<file path="config.mk">
export PLATFORM = sky130hd
export DESIGN_NAME = uart_boot_image_upload_host_unit
export DESIGN_NICKNAME = d
export VERILOG_FILES = /design/src/hw/rtl/ubu_pkg.sv /design/src/hw/rtl/ubu_core.sv /design/src/hw/rtl/ubu_out_buf.sv /design/src/hw/rtl/uart_boot_image_upload_host_unit.sv
export SDC_FILE = /design/constraint.sdc
export NUM_CORES = 1
export LEC_CHECK = 0
export ABC_AREA = 1
export BUFFER_PORTS_ARGS = -buffer_cell sky130_fd_sc_hd__buf_2
export CORE_MARGIN = 2
export CORE_UTILIZATION = 40
export DETAILED_ROUTE_END_ITERATION = 8
export PLACE_DENSITY = 0.67
export SLEW_MARGIN = 20
export SYNTH_ARGS = -nofsm -noshare
export SYNTH_HDL_FRONTEND = slang
export SYNTH_SLANG_ARGS = --single-unit
export TNS_END_PERCENT = 30
</file>
<file path="constraint.sdc">
create_clock -name i_clk -period 6.3 [get_ports i_clk]
set_input_delay 0.945 -clock i_clk [delete_from_list [all_inputs] [get_ports i_clk]]
set_output_delay 0.945 -clock i_clk [all_outputs]
set_load 0.03 [all_outputs]
</file>
<file path="src/hw/rtl/ubu_pkg.sv">
// Shared types and constants for the UART boot image upload host.
package ubu_pkg;

    localparam int unsigned SIZE_W  = 16;
    localparam int unsigned LIMIT_W = 8;
    localparam int unsigned MAX_RES = 3;

    localparam logic [7:0] SYM_SOH  = 8'h01;
    localparam logic [7:0] SYM_STX  = 8'h02;
    localparam logic [7:0] SYM_ACK  = 8'h06;
    localparam logic [7:0] SYM_NACK = 8'h15;
    localparam logic [7:0] XOR_INIT = 8'h00;

    localparam logic [1:0] KIND_START = 2'd0;
    localparam logic [1:0] KIND_RX    = 2'd1;
    localparam logic [1:0] KIND_IMAGE = 2'd2;

    localparam logic OUT_TX     = 1'b0;
    localparam logic OUT_FINISH = 1'b1;

    localparam logic OUTCOME_OK   = 1'b0;
    localparam logic OUTCOME_FAIL = 1'b1;

    localparam logic CFG_IMAGE_SIZE    = 1'b0;
    localparam logic CFG_ATTEMPT_LIMIT = 1'b1;

    localparam logic [SIZE_W-1:0]  IMAGE_SIZE_RST    = 16'd0;
    localparam logic [LIMIT_W-1:0] ATTEMPT_LIMIT_RST = 8'd10;

    typedef struct packed {
        logic       out_kind;
        logic [7:0] out_byte;
        logic       outcome;
        logic       last;
    } t_result;

    typedef t_result [MAX_RES-1:0] t_bundle;

    localparam t_result RES_NONE = '{out_kind: OUT_TX, out_byte: 8'h00,
                                     outcome: OUTCOME_OK, last: 1'b0};
    localparam t_result RES_FAIL = '{out_kind: OUT_FINISH, out_byte: 8'h00,
                                     outcome: OUTCOME_FAIL, last: 1'b1};

endpackage

</file>
<file path="src/hw/rtl/ubu_core.sv">
// Upload sequencer: phase, retry count, byte count and checksum, plus result bundle.
module ubu_core (
    input  logic                         i_clk,
    input  logic                         i_rst_n,
    input  logic                         i_take,
    input  logic [1:0]                   i_kind,
    input  logic [7:0]                   i_data,
    input  logic [ubu_pkg::SIZE_W-1:0]   i_image_size,
    input  logic [ubu_pkg::LIMIT_W-1:0]  i_attempt_limit,
    output ubu_pkg::t_bundle             o_res,
    output logic [1:0]                   o_num
);
    import ubu_pkg::*;

    typedef enum logic [2:0] {
        PH_IDLE,
        PH_W4STX,
        PH_W4ACK,
        PH_IMAGE,
        PH_W4SUM
    } t_phase;

    t_phase              r_phase, n_phase;
    logic [LIMIT_W-1:0]  r_attempts, n_attempts;
    logic [SIZE_W-1:0]   r_bytes_sent, n_bytes_sent;
    logic [7:0]          r_xor, n_xor;

    logic [LIMIT_W-1:0]  att_inc;
    logic [SIZE_W-1:0]   bs_inc;
    logic [7:0]          xor_upd;

    assign att_inc = (r_attempts == {LIMIT_W{1'b1}}) ? r_attempts
                                                     : r_attempts + LIMIT_W'(1);
    assign bs_inc  = r_bytes_sent + SIZE_W'(1);
    assign xor_upd = r_xor ^ i_data;

    always_comb begin
        n_phase      = r_phase;
        n_attempts   = r_attempts;
        n_bytes_sent = r_bytes_sent;
        n_xor        = r_xor;
        o_res        = {MAX_RES{RES_NONE}};
        o_num        = 2'd0;
        case (i_kind)
            KIND_START: begin
                n_attempts   = '0;
                n_bytes_sent = '0;
                n_xor        = XOR_INIT;
                n_phase      = PH_W4STX;
            end
            KIND_RX: begin
                case (r_phase)
                    PH_W4STX: begin
                        if (i_data == SYM_STX) begin
                            o_res[0] = '{out_kind: OUT_TX, out_byte: SYM_SOH,
                                         outcome: OUTCOME_OK, last: 1'b0};
                            o_res[1] = '{out_kind: OUT_TX, out_byte: i_image_size[7:0],
                                         outcome: OUTCOME_OK, last: 1'b0};
                            o_res[2] = '{out_kind: OUT_TX, out_byte: i_image_size[15:8],
                                         outcome: OUTCOME_OK, last: 1'b1};
                            o_num    = 2'd3;
                            n_phase  = PH_W4ACK;
                        end
                    end
                    PH_W4ACK: begin
                        if (i_data == SYM_ACK) begin
                            n_bytes_sent = '0;
                            n_xor        = XOR_INIT;
                            n_phase      = (i_image_size == '0) ? PH_W4SUM : PH_IMAGE;
                        end else if (i_data == SYM_NACK) begin
                            n_phase  = PH_IDLE;
                            o_res[0] = RES_FAIL;
                            o_num    = 2'd1;
                        end else begin
                            n_attempts = att_inc;
                            if (att_inc < i_attempt_limit) begin
                                n_phase = PH_W4STX;
                            end else begin
                                n_phase  = PH_IDLE;
                                o_res[0] = RES_FAIL;
                                o_num    = 2'd1;
                            end
                        end
                    end
                    PH_W4SUM: begin
                        n_phase = PH_IDLE;
                        if (i_data == r_xor) begin
                            o_res[0] = '{out_kind: OUT_TX, out_byte: SYM_ACK,
                                         outcome: OUTCOME_OK, last: 1'b0};
                            o_res[1] = '{out_kind: OUT_FINISH, out_byte: 8'h00,
                                         outcome: OUTCOME_OK, last: 1'b1};
                            o_num    = 2'd2;
                        end else begin
                            o_res[0] = RES_FAIL;
                            o_num    = 2'd1;
                        end
                    end
                    default: ;
                endcase
            end
            KIND_IMAGE: begin
                if (r_phase == PH_IMAGE) begin
                    n_xor        = xor_upd;
                    n_bytes_sent = bs_inc;
                    if (bs_inc >= i_image_size) begin
                        n_phase = PH_W4SUM;
                    end
                    o_res[0] = '{out_kind: OUT_TX, out_byte: i_data,
                                 outcome: OUTCOME_OK, last: 1'b1};
                    o_num    = 2'd1;
                end
            end
            default: ;
        endcase
    end

    always_ff @(posedge i_clk) begin
        if (!i_rst_n) begin
            r_phase      <= PH_IDLE;
            r_attempts   <= '0;
            r_bytes_sent <= '0;
            r_xor        <= XOR_INIT;
        end else if (i_take) begin
            r_phase      <= n_phase;
            r_attempts   <= n_attempts;
            r_bytes_sent <= n_bytes_sent;
            r_xor        <= n_xor;
        end
    end

endmodule

</file>
<file path="src/hw/rtl/ubu_out_buf.sv">
// Result register: holds one item's results and hands them out one per transaction.
module ubu_out_buf (
    input  logic              i_clk,
    input  logic              i_rst_n,
    input  logic              i_load,
    input  ubu_pkg::t_bundle  i_res,
    input  logic [1:0]        i_num,
    output logic              o_free,
    output logic              o_out_valid,
    input  logic              i_out_ready,
    output ubu_pkg::t_result  o_res
);
    import ubu_pkg::*;

    t_bundle    r_res;
    logic [1:0] r_num;
    logic       deliver;

    assign o_out_valid = (r_num != 2'd0);
    assign deliver     = o_out_valid && i_out_ready;
    assign o_free      = (r_num == 2'd0) || ((r_num == 2'd1) && i_out_ready);
    assign o_res       = r_res[0];

    always_ff @(posedge i_clk) begin
        if (!i_rst_n) begin
            r_num <= 2'd0;
        end else if (i_load) begin
            r_num <= i_num;
        end else if (deliver) begin
            r_num <= r_num - 2'd1;
        end
    end

    always_ff @(posedge i_clk) begin
        if (i_load) begin
            r_res <= i_res;
        end else if (deliver) begin
            r_res[0] <= r_res[1];
            r_res[1] <= r_res[2];
        end
    end

endmodule

</file>
<file path="src/hw/rtl/uart_boot_image_upload_host_unit.sv">
// Top level of the UART boot image upload host.
//
// Input channel (i_in_valid/o_in_ready, i_kind, i_data): start, byte received
// from the target, or image byte to send. Result channel (o_out_valid/
// i_out_ready): bytes to transmit and the finish report, o_last marking the
// final result of an item. Items that cause no result produce nothing.
// Configuration channel (i_cfg_valid/o_cfg_ready, i_cfg_index, i_cfg_data) is
// always ready; write it only while the block is idle.
// An item waits in the input register; once taken, its decoded results load
// into the result register. An item is accepted every cycle while the result
// register is empty or delivering its final result; an item with n results
// holds the result channel for n transactions (n at most 3).
// A stalled receiver holds the result register, then the input register, and
// o_in_ready drops. Synchronous reset clears the phase, counters, checksum,
// both registers' valid state and the configuration (size 0, limit 10).
module uart_boot_image_upload_host_unit (
    input  logic                         i_clk,
    input  logic                         i_rst_n,
    input  logic                         i_in_valid,
    output logic                         o_in_ready,
    input  logic [1:0]                   i_kind,
    input  logic [7:0]                   i_data,
    output logic                         o_out_valid,
    input  logic                         i_out_ready,
    output logic                         o_out_kind,
    output logic [7:0]                   o_out_byte,
    output logic                         o_outcome,
    output logic                         o_last,
    input  logic                         i_cfg_valid,
    output logic                         o_cfg_ready,
    input  logic                         i_cfg_index,
    input  logic [ubu_pkg::SIZE_W-1:0]   i_cfg_data
);
    import ubu_pkg::*;

    logic               r_in_vld;
    logic [1:0]         r_kind;
    logic [7:0]         r_data;
    logic [SIZE_W-1:0]  r_image_size;
    logic [LIMIT_W-1:0] r_attempt_limit;

    logic       buf_free;
    logic       take;
    t_bundle    core_res;
    logic [1:0] core_num;
    t_result    out_res;

    assign take        = r_in_vld && buf_free;
    assign o_in_ready  = !r_in_vld || buf_free;
    assign o_cfg_ready = 1'b1;

    always_ff @(posedge i_clk) begin
        if (!i_rst_n) begin
            r_in_vld <= 1'b0;
        end else if (i_in_valid && o_in_ready) begin
            r_in_vld <= 1'b1;
        end else if (take) begin
            r_in_vld <= 1'b0;
        end
    end

    always_ff @(posedge i_clk) begin
        if (i_in_valid && o_in_ready) begin
            r_kind <= i_kind;
            r_data <= i_data;
        end
    end

    always_ff @(posedge i_clk) begin
        if (!i_rst_n) begin
            r_image_size    <= IMAGE_SIZE_RST;
            r_attempt_limit <= ATTEMPT_LIMIT_RST;
        end else if (i_cfg_valid) begin
            case (i_cfg_index)
                CFG_IMAGE_SIZE:    r_image_size    <= i_cfg_data;
                CFG_ATTEMPT_LIMIT: r_attempt_limit <= i_cfg_data[LIMIT_W-1:0];
                default: ;
            endcase
        end
    end

    ubu_core u_core (
        .i_clk          (i_clk),
        .i_rst_n        (i_rst_n),
        .i_take         (take),
        .i_kind         (r_kind),
        .i_data         (r_data),
        .i_image_size   (r_image_size),
        .i_attempt_limit(r_attempt_limit),
        .o_res          (core_res),
        .o_num          (core_num)
    );

    ubu_out_buf u_out_buf (
        .i_clk      (i_clk),
        .i_rst_n    (i_rst_n),
        .i_load     (take),
        .i_res      (core_res),
        .i_num      (core_num),
        .o_free     (buf_free),
        .o_out_valid(o_out_valid),
        .i_out_ready(i_out_ready),
        .o_res      (out_res)
    );

    assign o_out_kind = out_res.out_kind;
    assign o_out_byte = out_res.out_byte;
    assign o_outcome  = out_res.outcome;
    assign o_last     = out_res.last;

endmodule

</file>
### Word level (Yosys, flattened, before mapping)

Cells that the tools add are included.

* bitwise gates (word level): 2
* add/sub/neg operators: 3
* muxes and demuxes: 47
* order comparisons: 2
* reductions and logical operators: 22
* eq/ne operators: 20

Operators by type and width (count)
* 11-bit two-way mux: 6
* 8-bit two-way mux: 7
* 16-bit two-way mux: 3
* 16-bit case mux with 3 select lines: 1
* 22-bit two-way mux: 2
* 11-bit case mux with 2 select lines: 2
* 11-bit case mux with 3 select lines: 1
* 32-bit two-way mux: 1
* 8-bit case mux with 3 select lines: 1
* 3-bit case mux with 3 select lines: 2
* 16-bit by 1-bit adder with 16-bit output (second input constant): 1
* 16-bit greater-or-equal comparator: 1
* 16-bit zero test: 1
* 8-bit case mux with 2 select lines: 1
* 3-bit two-way mux: 5
* 2-bit two-way mux: 6
* 10-bit two-way mux: 1
* 5-bit AND reduction: 2
* 8-bit by 1-bit adder with 8-bit output (second input constant): 1
* 8-bit by 2-bit equality test with 1-bit output (second input constant): 1
* 8-bit by 3-bit equality test with 1-bit output (second input constant): 1
* 8-bit by 5-bit equality test with 1-bit output (second input constant): 1
* 8-bit equality test: 1
* 8-bit equality test (second input constant): 1
* other kinds (25): 46

* input port bits: 32
* flip-flop bits (word level): 105
* output and inout port bits: 14

### Logic depth before layout (Yosys ltp)

* depth in word-level cells: 9
* depth in mapped cells: 19
* depth with buffers taken out: 19

### Modules after synthesis

A second synthesis with hierarchy kept.

* cell total of the unflattened synthesis: 754
* area total of the unflattened synthesis: 5901.9 µm²

Modules (own cells, without submodules)
* ubu_core: seq. area each 700.7 µm², cells an instance 454, area an instance 3031.7 µm², instances 1
* ubu_out_buf: seq. area each 1031.0 µm², cells an instance 141, area an instance 1534.0 µm², instances 1
* uart_boot_image_upload_host_unit: seq. area each 800.8 µm², cells an instance 159, area an instance 1336.3 µm², instances 1

### Worst setup path after synthesis

No wires, ideal clock.

* path kind: register to register
* start point: register u_out_buf.r_num[0]
* end point: register u_out_buf.r_num[0]
* required time: 6171 ps
* cell stages (with the launch flop): 8
* data arrival time: 2869 ps
* clock period less this slack: 2998 ps
* buffers on the path: 0
* setup time: 129 ps
* path slack: 3302 ps
* cells stage by stage: dfxtp_1 -> inv_1 -> ha_1 -> inv_1 -> o21ai_0 -> o2111ai_1 -> inv_2 -> a21oi_1

RTL lines
* start, declared: line ubu_out_buf.sv:16 `logic [1:0] r_num;`
* start signal, assigned: line ubu_out_buf.sv:28 `r_num <= i_num;`
* start signal, assigned: line ubu_out_buf.sv:30 `r_num <= r_num - 2'd1;`
* 2-bit nonzero test: line ubu_out_buf.sv:19 `assign o_out_valid = (r_num != 2'd0);`
* via o_out_valid: line uart_boot_image_upload_host_unit.sv:23 `output logic o_out_valid,`
* 1-bit logical AND: line ubu_out_buf.sv:20 `assign deliver = o_out_valid && i_out_ready;`
* 2-bit nonzero test (no line)

The timed path passes the listed nets, and every way through them passes these cells. The select of a mux whose other input is x is not followed.
A chain may end at the register's enable or synchronous reset.

### Worst setup path after layout

* start point: input port i_out_ready
* end point: register u_core.r_bytes_sent[13]

* word-level cells in the longest chain between the ends: 4

RTL lines
* start, declared: line uart_boot_image_upload_host_unit.sv:24 `input logic i_out_ready,`
* 1-bit logical AND: line ubu_out_buf.sv:21 `assign o_free = (r_num == 2'd0) || ((r_num == 2'd1) && i_out_ready);`
* 1-bit logical OR: line ubu_out_buf.sv:21
* 1-bit logical AND: line uart_boot_image_upload_host_unit.sv:48 `assign take = r_in_vld && buf_free;`
* via take: line uart_boot_image_upload_host_unit.sv:43 `logic take;`
* 5-bit AND reduction (no line)
* end signal, assigned: line ubu_core.sv:126 `r_bytes_sent <= n_bytes_sent;`
* end, declared: line ubu_core.sv:25 `logic [SIZE_W-1:0] r_bytes_sent, n_bytes_sent;`

The timed path passes the listed nets, and every way through them passes these cells.

==> impl_results.md <==
* Status: completed
* FF+latch count, synth at approximately 100
* Number of flops mapped to enable cells by yosys at 40
* Row cnt at between 40 and 50
* CP Class: in -> reg
* Fmax at roughly 290 MHz
* DP Area at roughly 5500 um^2
* CP max FO at 32
* Final min period at approximately 3400 ps
* Area growth syn-to-layout at 11.2%
* Dpl ws at approximately 2500 ps
* CTS tree: yes
* Cts-stage hold buffer count at 0
* Synth cell count leaders: nand2_1 (145), a21oi_1 (73), inv_1 (64)
* CP Data Arrival Time at between 3000 and 4000 ps
* Synth warnings at 0
* Final period util at 0.547
* Final setup TNS at 0 ps
* Setup ws final at 2850 ps
* Inserted Diodes at 0
* Actual slew at the worst max-slew pin at ~1100 ps
* Final setup viols at 0
* Cell type with the largest total area after synthesis: dfxtp_1
* CTS Buf Count at 9
* Hold Path Origin: u_core.r_attempts[3]$_SDFFE_PN0P_
* Synthesized cell area at about 5200 um^2
* Top FF cell, synth: dfxtp_1
* Peak VDD IR at between 0.1 and 0.15 mV
* DP Wirelength at ~8.6 mm
* R2r startpoint: u_out_buf.r_num[0]$_SDFFE_PN0P_
* Largest stage delay on the critical path at between 600 and 700 ps
* Hold/Removal Path Class: reg -> reg
* Synth top area share at 0.238
* Clock root buffer: clkbuf_16
* Hold_ws at approximately 460 ps
* Die Width at between 100 and 150 um
* CP endpoint kind: flip-flop
* Clk_lat worst skew at between 300 and 400 ps
* Pin count of the biggest net entering global routing at 35
* Die Height at 118 um
* Die ar. at between 10,000 and 15,000 um^2
* Final Skew at ~8.4 ps
* CTS H-tree lvls at 3
* Worst-case reg-to-reg path depth at 11
* Synthesized area per cell at around 8.3 um^2
* Wire per inst at roughly 14 um
* Global-route usage over all layers at 0.170
* Pins over their slew limit at 0
* CP startpoint: i_out_ready
* First-pass GRT wire length at approximately 19 mm
* Via count at ~4,200
* DR pass1 iterations at 5
* Final core occ at 0.458
* Vias in the first global route at 3,873
* Core Area at between 10,000 and 15,000 um^2
* Syn_nets at a little under 700
* Share of cells above drive strength 1 at 0.129
* Routed Wire Length at 11.5 mm
* R2R Setup Slk at roughly 3000 ps
* Nets@finish at a little over 700
* Critical path's slowest cell: nor2_4
* I/O Buffers at 44
* Sequential share of the synthesized area at 0.468
* Max_cap viols at 0
* Cell Chain, Critical Path: buf_2 > a21oi_1 > nor2_2 > inv_2 > nor2_1 > nand2_1 > inv_2 > nand3_2 > nor2_4 > nand2_1 > a21oi_1
* Clock buffer depth at 2
* Reg2reg end: u_core.r_bytes_sent[13]$_SDFFE_PN0P_
* Top post-synthesis cells by area: dfxtp_1 (24%), edfxtp_1 (23%), nand2_1 (10%), ha_1 (7.4%), a21oi_1 (7.0%)
* Hold depth at 2
* RSZ-0062 raised after global routing: false
* Routed Antenna Nets at 0
* Number of setup buffers added after CTS at 0
* # DRC at 0
* GP Congestion at 0.913
* Iter 0 DRT Violations at ~260
* Clock Sinks at 102
* Final instance area at approximately 5800 um^2
* Boundary pin count at 46
* Clock slew at reported path FFs at 60 ps
* Syn Inst Count at 625
* PostCTS Resize Cnt at 0
* Critical Path RT at 6550 ps
* Static leakage at roughly 2.5 nW
* Initial antenna violation count at 0
* GRT overflow at 0
* Setup crit start kind: primary input
* Synth unique cells at 42
* Fin. Hold Viols at 0
* Power density cells at roughly 300 nW/um^2
* Dominant cell by count in the synthesized netlist: nand2_1
* Drt via density at around 5
* Hold Path Sink: u_core.r_attempts[3]$_SDFFE_PN0P_
* Rel. slew slack at 0.268
* Initial Util at 0.412
* Fraction of registers with async set/reset at 0
logic make-up after synthesis:
group | Yosys count | synth area share
buffers and inverters | 103 | 0.0820
other | 1 | 0.000719
adder cells (fa/ha/maj) | 31 | 0.0744
XOR/XNOR | 23 | 0.0386
AND/OR/NAND/NOR | 228 | 0.190
multiplexers | 1 | 0.00216
flip-flops | 102 | 0.468
AO/OA/AOI/OAI | 136 | 0.144
final cells by class:
type / count / area [um^2]
multi-input cells: 420 / 2360
well taps: 172 / 215
fillers: 1246 / 6870
flip-flops and latches: 102 / 2440
repair buffers: 44 / 220
clock buffers: 15 / 272
clock inverters: 1 / 5.00
inverters: 76 / 289
stage by stage:
step	cells	power [mW]
2_1_floorplan	625	1.18
3_3_place_gp	814	1.24
3_5_place_dp	814	1.25
4_1_cts	830	1.78
5_1_grt	830	1.86
6_report	830	1.77
routing by layer:
layer  GRT usage  routed length [um]
met5           0                   0
met4      0.0685                 254
met3      0.0343                 616
met2       0.269                5310
met1       0.227                5340
state kept, by name (all words and copies together) (netlist names):
register,cells
r_attempt_limit,8
u_core.r_phase,3
u_core.r_bytes_sent,16
r_data,8
u_core.r_attempts,8
u_out_buf.o_res,11
r_in_vld,1
r_image_size,16
r_kind,2
u_core.r_xor,8
u_out_buf.r_res,19
u_out_buf.r_num,2
placed cells by master (no fill, tap or decap), types with 2 or more instances in the layout:
master	Yosys	final
ha_1	31	31
dfxtp_1	62	62
nor2_1	34	34
o31ai_1	8	8
a22oi_1	3	3
nor3_1	8	8
nand3_2	3	3
a22o_1	4	4
o21ai_0	36	35
inv_2	9	9
clkbuf_16	0	9
nand2_1	145	145
nor2_4	2	2
a31oi_1	2	2
nor2_2	4	4
clkbuf_1	15	3
buf_2	3	44
nor4_1	3	3
nand2_2	3	3
a21oi_1	73	73
xnor2_1	2	2
xor2_1	21	21
inv_1	64	64
nand4_1	9	9
o211ai_1	4	4
edfxtp_1	40	40
clkbuf_8	0	2
clkinv_2	1	2
nand3_1	13	13
power by group:
| group | switching [mW] | total, mW | internal, mW |
|---|---|---|---|
| registers | 0.0385 | 0.855 | 0.816 |
| clock network | 0.230 | 0.524 | 0.294 |
| logic | 0.278 | 0.388 | 0.110 |
| total | 0.546 | 1.77 | 1.22 |
worst max path at each step:
stage	slack [ps]	to	cells past startpoint
floorplan	3300	u_out_buf.r_num[0]$_SDFFE_PN0P_	7
CTS	2860	u_core.r_bytes_sent[13]$_SDFFE_PN0P_	11
global placement	2680	u_core.r_bytes_sent[0]$_SDFFE_PN0P_	11
finish	2850	u_core.r_bytes_sent[13]$_SDFFE_PN0P_	11
global route	2530	u_core.r_bytes_sent[13]$_SDFFE_PN0P_	11
detailed placement	2510	u_core.r_bytes_sent[13]$_SDFFE_PN0P_	11
worst max-delay path: cells and delay by family:
family          cells  cell delay, ps
simple gates        6            1940
buf+inv             3             540
compound gates      2             240
No activity file was read; power rests on OpenSTA's default activity.
